File: config.mk
export PLATFORM = sky130hd
export DESIGN_NAME = x86_16_instruction_predecoder_top
export DESIGN_NICKNAME = d
export VERILOG_FILES = /design/src/design/x86p_pkg.sv /design/src/design/x86p_decode.sv /design/src/design/x86p_out_reg.sv /design/src/design/x86_16_instruction_predecoder_top.sv
export SDC_FILE = /design/constraint.sdc
export NUM_CORES = 1
export LEC_CHECK = 0
export ABC_AREA = 1
export BUFFER_PORTS_ARGS = -buffer_cell sky130_fd_sc_hd__buf_4
export CAP_MARGIN = 20
export CORE_MARGIN = 3
export CORE_UTILIZATION = 53
export CTS_CLUSTER_SIZE = 40
export DETAILED_ROUTE_END_ITERATION = 8
export PLACE_DENSITY_LB_ADDON = 0.15
export SETUP_SLACK_MARGIN = 0.15
export SLEW_MARGIN = 20
export SYNTH_ARGS = -nofsm -noshare
export SYNTH_HDL_FRONTEND = slang
export SYNTH_SLANG_ARGS = --single-unit
File: constraint.sdc
create_clock -name clock -period 4.85 [get_ports clock]
set_input_delay 0.97 -clock clock [delete_from_list [all_inputs] [get_ports clock]]
set_output_delay 0.97 -clock clock [all_outputs]
set_load 0.1 [all_outputs]
File: src/design/x86p_pkg.sv
// shared types, codes and opcode decode functions for the 8086 predecoder
// no dependencies; used by every module of the block
`default_nettype none

package x86p_pkg;

   localparam logic [1:0] KIND_MOV = 2'd0;
   localparam logic [1:0] KIND_ADD = 2'd1;
   localparam logic [1:0] KIND_SUB = 2'd2;
   localparam logic [1:0] KIND_CMP = 2'd3;

   localparam logic [2:0] FORM_RM_REG   = 3'd0;
   localparam logic [2:0] FORM_IMM_RM   = 3'd1;
   localparam logic [2:0] FORM_IMM_REG  = 3'd2;
   localparam logic [2:0] FORM_MEM_ACC  = 3'd3;
   localparam logic [2:0] FORM_ACC_MEM  = 3'd4;
   localparam logic [2:0] FORM_IMM_ACC  = 3'd5;

   localparam logic [1:0] ST_OK        = 2'd0;
   localparam logic [1:0] ST_BAD_OPC   = 2'd1;
   localparam logic [1:0] ST_BAD_GROUP = 2'd2;

   localparam logic [2:0] SEL_ADD = 3'd0;
   localparam logic [2:0] SEL_SUB = 3'd5;
   localparam logic [2:0] SEL_CMP = 3'd7;

   localparam logic [1:0] MOD_DISP8  = 2'd1;
   localparam logic [1:0] MOD_DISP16 = 2'd2;
   localparam logic [1:0] MOD_NODISP = 2'd0;
   localparam logic [2:0] RM_DIRECT  = 3'd6;

   // opcode prefixes
   localparam logic [6:0] OPC7_MOV_IMM_RM  = 7'h63;
   localparam logic [3:0] OPC4_MOV_IMM_REG = 4'h0b;
   localparam logic [5:0] OPC6_MOV_RM_REG  = 6'h22;
   localparam logic [6:0] OPC7_MOV_MEM_ACC = 7'h50;
   localparam logic [6:0] OPC7_MOV_ACC_MEM = 7'h51;
   localparam logic [5:0] OPC6_ADD_RM_REG  = 6'h00;
   localparam logic [5:0] OPC6_GROUP_IMM   = 6'h20;
   localparam logic [6:0] OPC7_ADD_IMM_ACC = 7'h02;
   localparam logic [5:0] OPC6_SUB_RM_REG  = 6'h0a;
   localparam logic [6:0] OPC7_SUB_IMM_ACC = 7'h16;
   localparam logic [5:0] OPC6_CMP_RM_REG  = 6'h0e;
   localparam logic [6:0] OPC7_CMP_IMM_ACC = 7'h1e;

   typedef struct packed {
      logic       valid;
      logic [2:0] form;
      logic [1:0] kind;
   } class_type;

   typedef struct packed {
      logic        [1:0]  op_kind;
      logic        [2:0]  form;
      logic               is_word;
      logic               to_reg;
      logic        [1:0]  mode_bits;
      logic        [2:0]  reg_bits;
      logic        [2:0]  rm_bits;
      logic signed [15:0] displacement;
      logic        [15:0] immediate;
      logic        [2:0]  inst_length;
      logic        [1:0]  status;
   } rec_type;

   function automatic class_type classify(input logic [7:0] op);
      class_type c;
      c = '0;
      c.valid = 1'b1;
      if (op[7:1] == OPC7_MOV_IMM_RM) begin
         c.form = FORM_IMM_RM;  c.kind = KIND_MOV;
      end else if (op[7:4] == OPC4_MOV_IMM_REG) begin
         c.form = FORM_IMM_REG; c.kind = KIND_MOV;
      end else if (op[7:2] == OPC6_MOV_RM_REG) begin
         c.form = FORM_RM_REG;  c.kind = KIND_MOV;
      end else if (op[7:1] == OPC7_MOV_MEM_ACC) begin
         c.form = FORM_MEM_ACC; c.kind = KIND_MOV;
      end else if (op[7:1] == OPC7_MOV_ACC_MEM) begin
         c.form = FORM_ACC_MEM; c.kind = KIND_MOV;
      end else if (op[7:2] == OPC6_ADD_RM_REG) begin
         c.form = FORM_RM_REG;  c.kind = KIND_ADD;
      end else if (op[7:2] == OPC6_GROUP_IMM) begin
         c.form = FORM_IMM_RM;  c.kind = KIND_ADD;
      end else if (op[7:1] == OPC7_ADD_IMM_ACC) begin
         c.form = FORM_IMM_ACC; c.kind = KIND_ADD;
      end else if (op[7:2] == OPC6_SUB_RM_REG) begin
         c.form = FORM_RM_REG;  c.kind = KIND_SUB;
      end else if (op[7:1] == OPC7_SUB_IMM_ACC) begin
         c.form = FORM_IMM_ACC; c.kind = KIND_SUB;
      end else if (op[7:2] == OPC6_CMP_RM_REG) begin
         c.form = FORM_RM_REG;  c.kind = KIND_CMP;
      end else if (op[7:1] == OPC7_CMP_IMM_ACC) begin
         c.form = FORM_IMM_ACC; c.kind = KIND_CMP;
      end else begin
         c.valid = 1'b0;
      end
      return c;
   endfunction

   function automatic logic is_group(input logic [7:0] op);
      return op[7:2] == OPC6_GROUP_IMM;
   endfunction

   function automatic logic word_bit(input logic [7:0] op, input logic [2:0] form);
      return (form == FORM_IMM_REG) ? op[3] : op[0];
   endfunction

   function automatic logic [1:0] disp_len(input logic [2:0] form, input logic [7:0] modrm);
      logic [1:0] n;
      n = 2'd0;
      if (form == FORM_MEM_ACC || form == FORM_ACC_MEM) begin
         n = 2'd2;
      end else if (form == FORM_RM_REG || form == FORM_IMM_RM) begin
         if (modrm[7:6] == MOD_DISP8) begin
            n = 2'd1;
         end else if (modrm[7:6] == MOD_DISP16) begin
            n = 2'd2;
         end else if (modrm[7:6] == MOD_NODISP && modrm[2:0] == RM_DIRECT) begin
            n = 2'd2;
         end
      end
      return n;
   endfunction

   function automatic logic [1:0] imm_len(input logic [7:0] op, input logic [2:0] form);
      logic [1:0] n;
      logic       w;
      w = word_bit(op, form);
      if (form == FORM_RM_REG || form == FORM_MEM_ACC || form == FORM_ACC_MEM) begin
         n = 2'd0;
      end else if (form == FORM_IMM_RM && is_group(op)) begin
         n = (!op[1] && w) ? 2'd2 : 2'd1;
      end else begin
         n = w ? 2'd2 : 2'd1;
      end
      return n;
   endfunction

endpackage

`default_nettype wire

File: src/design/x86p_decode.sv
// per-byte instruction tracking state and record assembly
// depends on x86p_pkg
`default_nettype none

module x86p_decode (
   input  wire logic             clock,
   input  wire logic             reset,
   input  wire logic             step,
   input  wire logic [7:0]       byte_value,
   output logic                  rec_valid,
   output x86p_pkg::rec_type     rec
);

   logic [2:0]  pos_ff, pos_in;
   logic [2:0]  total_ff, total_in;
   logic [7:0]  opc_ff, opc_in;
   logic [7:0]  modrm_ff, modrm_in;
   logic [15:0] disp_ff, disp_in;
   logic [15:0] imm_ff, imm_in;

   x86p_pkg::class_type cls_b;
   x86p_pkg::class_type cls_h;

   assign cls_b = x86p_pkg::classify(byte_value);
   assign cls_h = x86p_pkg::classify(opc_ff);

   always_comb begin
      logic [2:0] nxt_pos;
      logic [1:0] dl;
      logic [1:0] il;
      logic [3:0] dstart;
      logic [3:0] pos4;
      logic       grp_err;
      logic       sext;
      logic [2:0] sel;
      pos_in    = pos_ff;
      total_in  = total_ff;
      opc_in    = opc_ff;
      modrm_in  = modrm_ff;
      disp_in   = disp_ff;
      imm_in    = imm_ff;
      rec_valid = 1'b0;
      rec       = '0;
      nxt_pos   = pos_ff + 3'd1;
      dl        = 2'd0;
      il        = 2'd0;
      dstart    = 4'd0;
      pos4      = {1'b0, pos_ff};
      grp_err   = 1'b0;
      sext      = 1'b0;
      sel       = 3'd0;
      if (step) begin
         if (pos_ff == 3'd0) begin
            opc_in   = byte_value;
            modrm_in = '0;
            disp_in  = '0;
            imm_in   = '0;
            if (!cls_b.valid) begin
               rec_valid       = 1'b1;
               rec.inst_length = 3'd1;
               rec.status      = x86p_pkg::ST_BAD_OPC;
            end else begin
               pos_in = 3'd1;
               if (cls_b.form <= x86p_pkg::FORM_IMM_RM) begin
                  total_in = 3'd0;
               end else begin
                  total_in = 3'd1 + {1'b0, x86p_pkg::disp_len(cls_b.form, 8'h00)}
                           + {1'b0, x86p_pkg::imm_len(byte_value, cls_b.form)};
               end
            end
         end else begin
            if (cls_h.form <= x86p_pkg::FORM_IMM_RM && pos_ff == 3'd1) begin
               modrm_in = byte_value;
               sel      = byte_value[5:3];
               if (x86p_pkg::is_group(opc_ff) && sel != x86p_pkg::SEL_ADD
                   && sel != x86p_pkg::SEL_SUB && sel != x86p_pkg::SEL_CMP) begin
                  grp_err = 1'b1;
               end else begin
                  total_in = 3'd2 + {1'b0, x86p_pkg::disp_len(cls_h.form, byte_value)}
                           + {1'b0, x86p_pkg::imm_len(opc_ff, cls_h.form)};
               end
            end else begin
               dstart = (cls_h.form <= x86p_pkg::FORM_IMM_RM) ? 4'd2 : 4'd1;
               dl     = x86p_pkg::disp_len(cls_h.form, modrm_ff);
               if (pos4 >= dstart && pos4 < dstart + {2'b00, dl}) begin
                  if (pos4 == dstart) disp_in[7:0]  = byte_value;
                  else                disp_in[15:8] = byte_value;
               end else if (pos4 >= dstart + {2'b00, dl}) begin
                  if (pos4 == dstart + {2'b00, dl}) imm_in[7:0]  = byte_value;
                  else                              imm_in[15:8] = byte_value;
               end
            end
            if (grp_err) begin
               pos_in          = 3'd0;
               total_in        = 3'd0;
               rec_valid       = 1'b1;
               rec.inst_length = 3'd2;
               rec.status      = x86p_pkg::ST_BAD_GROUP;
            end else begin
               pos_in = nxt_pos;
               if (total_in != 3'd0 && nxt_pos >= total_in) begin
                  dl   = x86p_pkg::disp_len(cls_h.form, modrm_in);
                  il   = x86p_pkg::imm_len(opc_ff, cls_h.form);
                  sext = !(x86p_pkg::is_group(opc_ff) && !opc_ff[1]);
                  rec_valid        = 1'b1;
                  rec.op_kind      = cls_h.kind;
                  rec.form         = cls_h.form;
                  rec.is_word      = x86p_pkg::word_bit(opc_ff, cls_h.form);
                  rec.displacement = disp_in;
                  rec.immediate    = imm_in;
                  rec.inst_length  = total_in;
                  rec.status       = x86p_pkg::ST_OK;
                  if (dl == 2'd1) begin
                     rec.displacement = {{8{disp_in[7]}}, disp_in[7:0]};
                  end
                  if (il == 2'd1) begin
                     rec.immediate = {(sext && imm_in[7]) ? 8'hff : 8'h00, imm_in[7:0]};
                  end
                  if (cls_h.form == x86p_pkg::FORM_IMM_RM && x86p_pkg::is_group(opc_ff)) begin
                     unique case (modrm_in[5:3])
                        x86p_pkg::SEL_ADD: rec.op_kind = x86p_pkg::KIND_ADD;
                        x86p_pkg::SEL_SUB: rec.op_kind = x86p_pkg::KIND_SUB;
                        default:           rec.op_kind = x86p_pkg::KIND_CMP;
                     endcase
                  end
                  if (cls_h.form <= x86p_pkg::FORM_IMM_RM) begin
                     rec.mode_bits = modrm_in[7:6];
                     rec.rm_bits   = modrm_in[2:0];
                  end
                  if (cls_h.form == x86p_pkg::FORM_RM_REG) begin
                     rec.reg_bits = modrm_in[5:3];
                     rec.to_reg   = opc_ff[1];
                  end
                  if (cls_h.form == x86p_pkg::FORM_IMM_REG) begin
                     rec.reg_bits = opc_ff[2:0];
                  end
                  pos_in   = 3'd0;
                  total_in = 3'd0;
               end
            end
         end
      end
   end

   always_ff @(posedge clock) begin
      if (reset) begin
         pos_ff   <= '0;
         total_ff <= '0;
         opc_ff   <= '0;
         modrm_ff <= '0;
         disp_ff  <= '0;
         imm_ff   <= '0;
      end else begin
         pos_ff   <= pos_in;
         total_ff <= total_in;
         opc_ff   <= opc_in;
         modrm_ff <= modrm_in;
         disp_ff  <= disp_in;
         imm_ff   <= imm_in;
      end
   end

endmodule

`default_nettype wire

File: src/design/x86p_out_reg.sv
// result register holding one decoded record until the receiver takes it
// depends on x86p_pkg
`default_nettype none

module x86p_out_reg (
   input  wire logic             clock,
   input  wire logic             reset,
   input  wire logic             load,
   input  wire x86p_pkg::rec_type rec,
   input  wire logic             take,
   output logic                  valid,
   output x86p_pkg::rec_type     data
);

   logic              valid_ff, valid_in;
   x86p_pkg::rec_type data_ff, data_in;

   always_comb begin
      valid_in = valid_ff;
      data_in  = data_ff;
      if (load) begin
         valid_in = 1'b1;
         data_in  = rec;
      end else if (take) begin
         valid_in = 1'b0;
      end
   end

   always_ff @(posedge clock) begin
      if (reset) begin
         valid_ff <= 1'b0;
      end else begin
         valid_ff <= valid_in;
      end
      data_ff <= data_in;
   end

   assign valid = valid_ff;
   assign data  = data_ff;

endmodule

`default_nettype wire

File: src/design/x86_16_instruction_predecoder_top.sv
// top level of the 8086 mov/add/sub/cmp predecoder: input byte register,
// decoder state and result register; depends on x86p_pkg, x86p_decode, x86p_out_reg
//
// usage
//   req channel: one code byte per word on req_tdata, in stream order
//   rsp channel: one decoded record per completed instruction, unknown
//     opcode or bad 80-83 group selector; bytes that do not finish an
//     instruction give no word
//   path: the byte that completes an instruction is held in the input byte
//     register, passes the decode pass and its record is registered on rsp
//   throughput: one byte per cycle unless stalled, set by the single decode
//     pass between the input byte register and the result register
//   reset: synchronous, clears the decode state so the next byte is taken
//     as an opcode, and empties both registers
//   stall: while a record waits in the result register and rsp_tready is
//     low, the input register holds its byte and req_tready drops once it
//     is full; nothing is lost or repeated
`default_nettype none

module x86_16_instruction_predecoder_top (
   input  wire logic        clock,
   input  wire logic        reset,
   input  wire logic        req_tvalid,
   output logic             req_tready,
   input  wire logic [7:0]  req_tdata,   // byte_value
   output logic             rsp_tvalid,
   input  wire logic        rsp_tready,
   output logic [55:0]      rsp_tdata    // op_kind, form, is_word, to_reg, mode_bits,
                                         // reg_bits, rm_bits, displacement, immediate,
                                         // inst_length, status, zero pad
);

   logic              in_valid_ff, in_valid_in;
   logic [7:0]        in_byte_ff, in_byte_in;
   logic              out_free;
   logic              go;
   logic              rec_valid;
   x86p_pkg::rec_type rec;
   x86p_pkg::rec_type out_rec;

   assign out_free   = !rsp_tvalid || rsp_tready;
   assign go         = in_valid_ff && out_free;
   assign req_tready = !in_valid_ff || out_free;

   always_comb begin
      in_valid_in = in_valid_ff;
      in_byte_in  = in_byte_ff;
      if (req_tvalid && req_tready) begin
         in_valid_in = 1'b1;
         in_byte_in  = req_tdata;
      end else if (go) begin
         in_valid_in = 1'b0;
      end
   end

   always_ff @(posedge clock) begin
      if (reset) begin
         in_valid_ff <= 1'b0;
      end else begin
         in_valid_ff <= in_valid_in;
      end
      in_byte_ff <= in_byte_in;
   end

   x86p_decode u_decode (
      .clock      (clock),
      .reset      (reset),
      .step       (go),
      .byte_value (in_byte_ff),
      .rec_valid  (rec_valid),
      .rec        (rec)
   );

   x86p_out_reg u_out_reg (
      .clock (clock),
      .reset (reset),
      .load  (go && rec_valid),
      .rec   (rec),
      .take  (rsp_tready),
      .valid (rsp_tvalid),
      .data  (out_rec)
   );

   assign rsp_tdata = {4'b0000,
                       out_rec.status,
                       out_rec.inst_length,
                       out_rec.immediate,
                       out_rec.displacement,
                       out_rec.rm_bits,
                       out_rec.reg_bits,
                       out_rec.mode_bits,
                       out_rec.to_reg,
                       out_rec.is_word,
                       out_rec.form,
                       out_rec.op_kind};

endmodule

`default_nettype wire
# Word level (Yosys, flattened, before mapping)
# Cells that the tools add are included.
# Widths: inputs -> output; s select.
# totals
in_bits	12
reg_bits	116
word_cells	278
output_inout_bits	58
# op_classes
muxes	144
add_sub_neg	6
bitwise_logic	4
eq_ne	48
magnitude_cmp	6
reduce_logical	50
# op_table
cell	n
$mux 16	11
$mux 5	27
$mux 2	53
$mux 8	9
$mux 3	16
$eq 7x7->1 const B	6
$eq 7x5->1 const B	4
$mux 1	27
$eq 6x4->1 const B	4
$eq 6x6->1 const B	4
$eq 3x3->1 const B	6
$logic_and 1x1->1	18
$eq 7x2->1 const B	2
$eq 3x2->1 const B	4
$logic_not 3->1	4
$logic_not 6->1	2
$eq 2x1->1 const B	5
$reduce_or 5->1	2
$eq 3x1->1 const B	3
$logic_or 1x1->1	9
$eq 3x4->1	2
$eq 4x4->1 const B	2
$ge 3x4->1	2
$add 3x2->3	2
other kinds (18)	34

# Depth between registers and ports, before layout
# logic_depth
depth_word	36
ltp_mapped	26
depth_no_buf	25

# Modules after synthesis
# Synthesis repeated with hierarchy kept, for this count alone.
# unflattened
hier_cells	729
area_unflattened_um2	6008.3
# by_module_without_submodules
mod	instances	cells_each	seq_area_each_um2	area_per_inst_um2
x86p_decode	1	647	1081.0	4060.1
x86p_out_reg	1	57	1581.5	1601.5
x86_16_instruction_predecoder_top	1	25	260.2	346.6

# Least setup slack after synthesis
# OpenSTA, ideal clock, no wires.
# synth_path
path_kind	flip-flop to flip-flop
startpoint	register u_decode.opc_ff[7]
endpoint	register u_out_reg.data_ff (netlist bit u_out_reg.data[0]) (enable)
path_stages_with_launch	21
n_path_buf	0
required_ns	4.107
arrival_time_ns	4.205
setup_ns	0.743
synth_period_minus_slack_ns	4.948
path_slack_ns	-0.098
path_cell_list	dfxtp_1 -> nand3_4 -> nor2_2 -> inv_1 -> o21ai_0 -> o21ai_0 -> nand3_1 -> inv_1 -> ha_1 -> ha_1 -> xnor2_1 -> nand2_1 -> nand2_1 -> nand3_1 -> nand2_2 -> inv_2 -> ha_1 -> a21oi_1 -> o211ai_1 -> nand3_1 -> nand3_1
# synth_via
elab_chain_len	35
word_cells_on_any_way	73
classes_between	2 x add/sub; 2 x order compare; 15 x eq/ne; 39 x mux; 15 x reduce/logical
# synth_rtl
element	line_no	source
from (decl)	x86p_decode.sv:16	logic [7:0] opc_ff, opc_in;
from (signal assigned)	x86p_decode.sv:156	opc_ff <= opc_in;
branches (longest 31 deep; another with $eq 7x5->1)	-	
$mux 1 *	x86p_decode.sv:93	if (grp_err) begin
$mux 1 *	x86p_decode.sv:53	if (pos_ff == 3'd0) begin
$mux 1 *	x86p_decode.sv:52	if (step) begin
$logic_and 1x1->1 *	x86_16_instruction_predecoder_top.sv:77	.load (go && rec_valid),
via u_out_reg.load	x86p_out_reg.sv:8	input wire logic load,
to (signal assigned)	x86p_out_reg.sv:35	data_ff <= data_in;
to (decl)	x86p_out_reg.sv:16	x86p_pkg::rec_type data_ff, data_in;
# Mark *: on every way through the listed nets, which the timed path passes. The select of a mux whose other input is x is not followed.
# A chain may end at the register's enable or synchronous reset.

# Final worst setup path
# layout_path
startpoint	register u_decode.opc_ff[7]
endpoint	register u_out_reg.data_ff (netlist bit u_out_reg.data[25]) (enable)
# The elaborated chain is that of the path after synthesis.

==> key figures <==
Logic synthesis
  – Post-synth EDFFs: 60
  – Post-synth ARST share: 0%
  – Seq cells post-synth: between 100 and 150
  – Post-Syn Area: slightly above 6000 um2
  – Synth Instances: 745
  – Yosys Warn Count: 0
  – Average instance area after synthesis: approximately 8.2 um2
  – Yosys cell types: between 40 and 50
  – Sequential area share after synthesis: 48.1%
  – Main flop type after synthesis: edfxtp_1

Timing
  – Setup WS post-layout: 0.544 ns
  – Period minus WS final: between 4 and 5 ns
  – Slew Viols, Final: 0
  – Post-route clock period utilization: around nine tenths
  – Max Fclk: around 230 MHz
  – Min Hold Slack: around 0.46 ns
  – Setup-failing EPs final: 0
  – Setup TNS: 0 ns
  – Worst-Margin Slew: a little under 0.9 ns
  – Slew headroom: 41.8%
  – Final Hold Fails: 0
  – Setup Skew: approximately 0.0091 ns
  – Unrepaired setup endpoints after global routing: false

Setup path
  – Slowest Stage Delay on Critical Path: 0.44 ns
  – Crit path required time: around 4.9 ns
  – Max FO, Critical Path: 20
  – Buf+Inv Stages, Crit Path: 4
  – Worst EP arrival: 4.39 ns
  – CP top delay family: simple AND/OR/NAND/NOR gates
  – Critical Path Source Type: flip-flop
  – WS Path Type: reg2reg
  – Crit path capture type: flip-flop
  – Slowest-stage cell, CP: dfxtp_1
  – Crit path cell chain: nand3_4 > nor2_2 > inv_1 > o21ai_0 > o21ai_0 > nand3b_1 > ha_1 > inv_1 > ha_1 > xnor2_1 > nand2_1 > nand2_1 > nand3_1 > nand2_2 > inv_2 > ha_1 > nand2_1 > o211ai_1 > nand3_1 > nand3_2 > buf_4

Floorplan
  – Die ar.: 12800 um2
  – Core area: around 11000 um2
  – Die X: roughly 110 um
  – Height of the die: around 110 um
  – Initial Util: approximately 55%
  – Ports: 70
  – Row count: 38

Pwr
  – Maximum VDD drop: approximately 0.22 mV
  – Leakage power: 2.94 nW
  – Final Power: approximately 2.8 mW
  – PD cells: about 380 nW/um2

Clocking
  – Maximum root-to-sink buffer count: 2
  – H-tree levels: 4
  – CTS Buf Count: 17
  – Post-CTS Setup Bufs: 0
  – Clk sink count: 116
  – Worst-path clk slew: approximately 0.05 ns
  – CTS tree: yes
  – Root buf cell: clkbuf_16
  – Clk_lat worst skew: ~0.41 ns

Routing
  – Number of DRC markers in iteration 0: 300
  – Uppermost layer routed: met4
  – Final ANT Viol Nets: 0
  – WL/cell: 14.9 um
  – Router iterations before antenna repair: 5
  – Via count: about 5100
  – Wirelength, routed: roughly 14 mm
  – Met2 wire len: about 6.7 mm
  – M1 WL: approximately 6.1 mm
  – DR DRC count: 0
  – Met3 wire len: approximately 930 um
  – DR vias/cell: roughly 5.3

Final layout
  – Share of layout cells above drive strength 1: about a fifth
  – Ant. Diodes: 0
  – Post-route design area: roughly 7200 um2
  – Layout Cells excl Fill: roughly 960
  – Layout Nets: between 800 and 900
  – Post-layout util: 65.4%
  – Area growth syn-to-layout: 18.6%
  – # fillers: between 900 and 1000

Global routing
  – Global-route wire length before repair: between 20 and 25 mm
  – Number of global-route vias before repair: between 4000 and 5000
  – Overflow after GRT: 0
  – Largest net degree at the start of global routing: 45
  – Tot GR Track Use: 23.4%
  – Initial antenna violation count: 0

Placed design
  – Placed cell areas: approximately 6600 um2
  – Hpwl dp: 9.71 mm
  – Inst Count DP: ~930
  – Final GP Congestion: just under 0.9
  – PortBufs: 65
  – Pre-CTS setup slack: roughly 0.5 ns

Status
  – Status: completed

Min path
  – Type of the tightest min-delay check: reg2reg

Job
  – Max-Cap Viols: 0
[timing repair]
action,CTS,global route
endpoints found under the setup margin,0,86
resized for setup,0,3
hold buffers,0,0
[tightest hold or removal path: stages (launching register included)]
cell     delay (ns)
dfxtp_1        0.31
nand2_1        0.06
a21oi_1        0.05
[synth_stat cells (2+ instances only)]
| cell type | count | area, um2 |
|---|---|---|
| nand2_1 | 188 | 706 |
| inv_1 | 90 | 338 |
| a21oi_1 | 66 | 330 |
| nor2_1 | 61 | 229 |
| edfxtp_1 | 60 | 1800 |
| dfxtp_1 | 56 | 1120 |
| o21ai_0 | 43 | 215 |
| nand3_1 | 26 | 130 |
| clkbuf_1 | 17 | 63.8 |
| nor2_2 | 17 | 106 |
| ha_1 | 15 | 188 |
| a21oi_2 | 9 | 78.8 |
| o21ai_1 | 9 | 45.0 |
| inv_2 | 8 | 30.0 |
| nand4_1 | 8 | 50.1 |
| nand2_2 | 7 | 43.8 |
| nor3_1 | 6 | 30.0 |
| buf_6 | 5 | 56.3 |
| nand3_4 | 5 | 87.6 |
| a22oi_1 | 4 | 30.0 |
| buf_2 | 4 | 20.0 |
| buf_4 | 4 | 30.0 |
| nor2_4 | 4 | 45.0 |
| nand3b_1 | 3 | 22.5 |
| o21a_1 | 3 | 22.5 |
| and3_1 | 2 | 12.5 |
| fa_1 | 2 | 40.0 |
| nand2_4 | 2 | 22.5 |
| nand3_2 | 2 | 20.0 |
| nor4_1 | 2 | 12.5 |
| o21ai_2 | 2 | 17.5 |
| o22ai_1 | 2 | 12.5 |
| o31ai_1 | 2 | 15.0 |
[per-layer routing]
metal	vias up	global-route usage (%)
met3	42	5.29
met2	176	37.9
met5	-	0
met1	2335	29.8
li1	2552	-
met4	0	11.0
[final cells by class]
cell class	instances	area (um2)	area share, %
inverters	99	377	5.22
multi-input cells	503	2640	36.6
flip-flops and latches	116	2920	40.5
clock buffers	20	447	6.20
well taps	140	175	2.43
clock inverters	12	130	1.80
repair buffers	69	522	7.24
[registers in the layout (all words and copies together) (netlist names)]
signal	cells
in_byte_ff	8
in_valid_ff	1
u_decode.disp_ff	16
u_decode.imm_ff	16
u_decode.modrm_ff	8
u_decode.opc_ff	8
u_decode.pos_ff	3
u_decode.total_ff	3
u_out_reg.data	52
u_out_reg.valid	1
[cell usage in the layout (no fill, tap or decap), types with 9 or more instances in the layout]
cell,n
a21oi_1,66
a21oi_2,9
buf_4,68
clkbuf_16,17
dfxtp_1,56
edfxtp_1,60
ha_1,15
inv_1,90
nand2_1,188
nand3_1,24
nor2_1,60
nor2_2,18
o21ai_0,43
o21ai_1,9
[cell families (layout without fill, tap and decap cells)]
group	Yosys count	after routing	share of synthesized area [%]
AOI/OAI and AO/OA	144	144	13.1
xor gates and xnor gates	2	2	0.288
adders and majority gates	17	17	3.75
buffers and inverters	129	200	8.95
DFF	116	116	48.1
other	1	4	0.0617
and+or+nand+nor	336	336	25.7
[power breakdown]
part           internal [mW]  switching (mW)  leakage, nW
combinational         0.0966           0.355         1.63
sequential              1.07          0.0217         1.04
clock                  0.769           0.453        0.270
total                   1.93           0.830         2.94
[path summary, 6_finish.rpt]
path                         endpoint  cells past startpoint                start  slack (ns)
setup reg to reg   u_out_reg.data[25]                     21   u_decode.opc_ff[7]        0.54
setup / recovery   u_out_reg.data[25]                     21   u_decode.opc_ff[7]        0.54
hold reg to reg   u_decode.imm_ff[13]                      2  u_decode.imm_ff[13]        0.46
hold / removal    u_decode.imm_ff[13]                      2  u_decode.imm_ff[13]        0.46
Note: power is estimated with default switching activity, not from simulation.
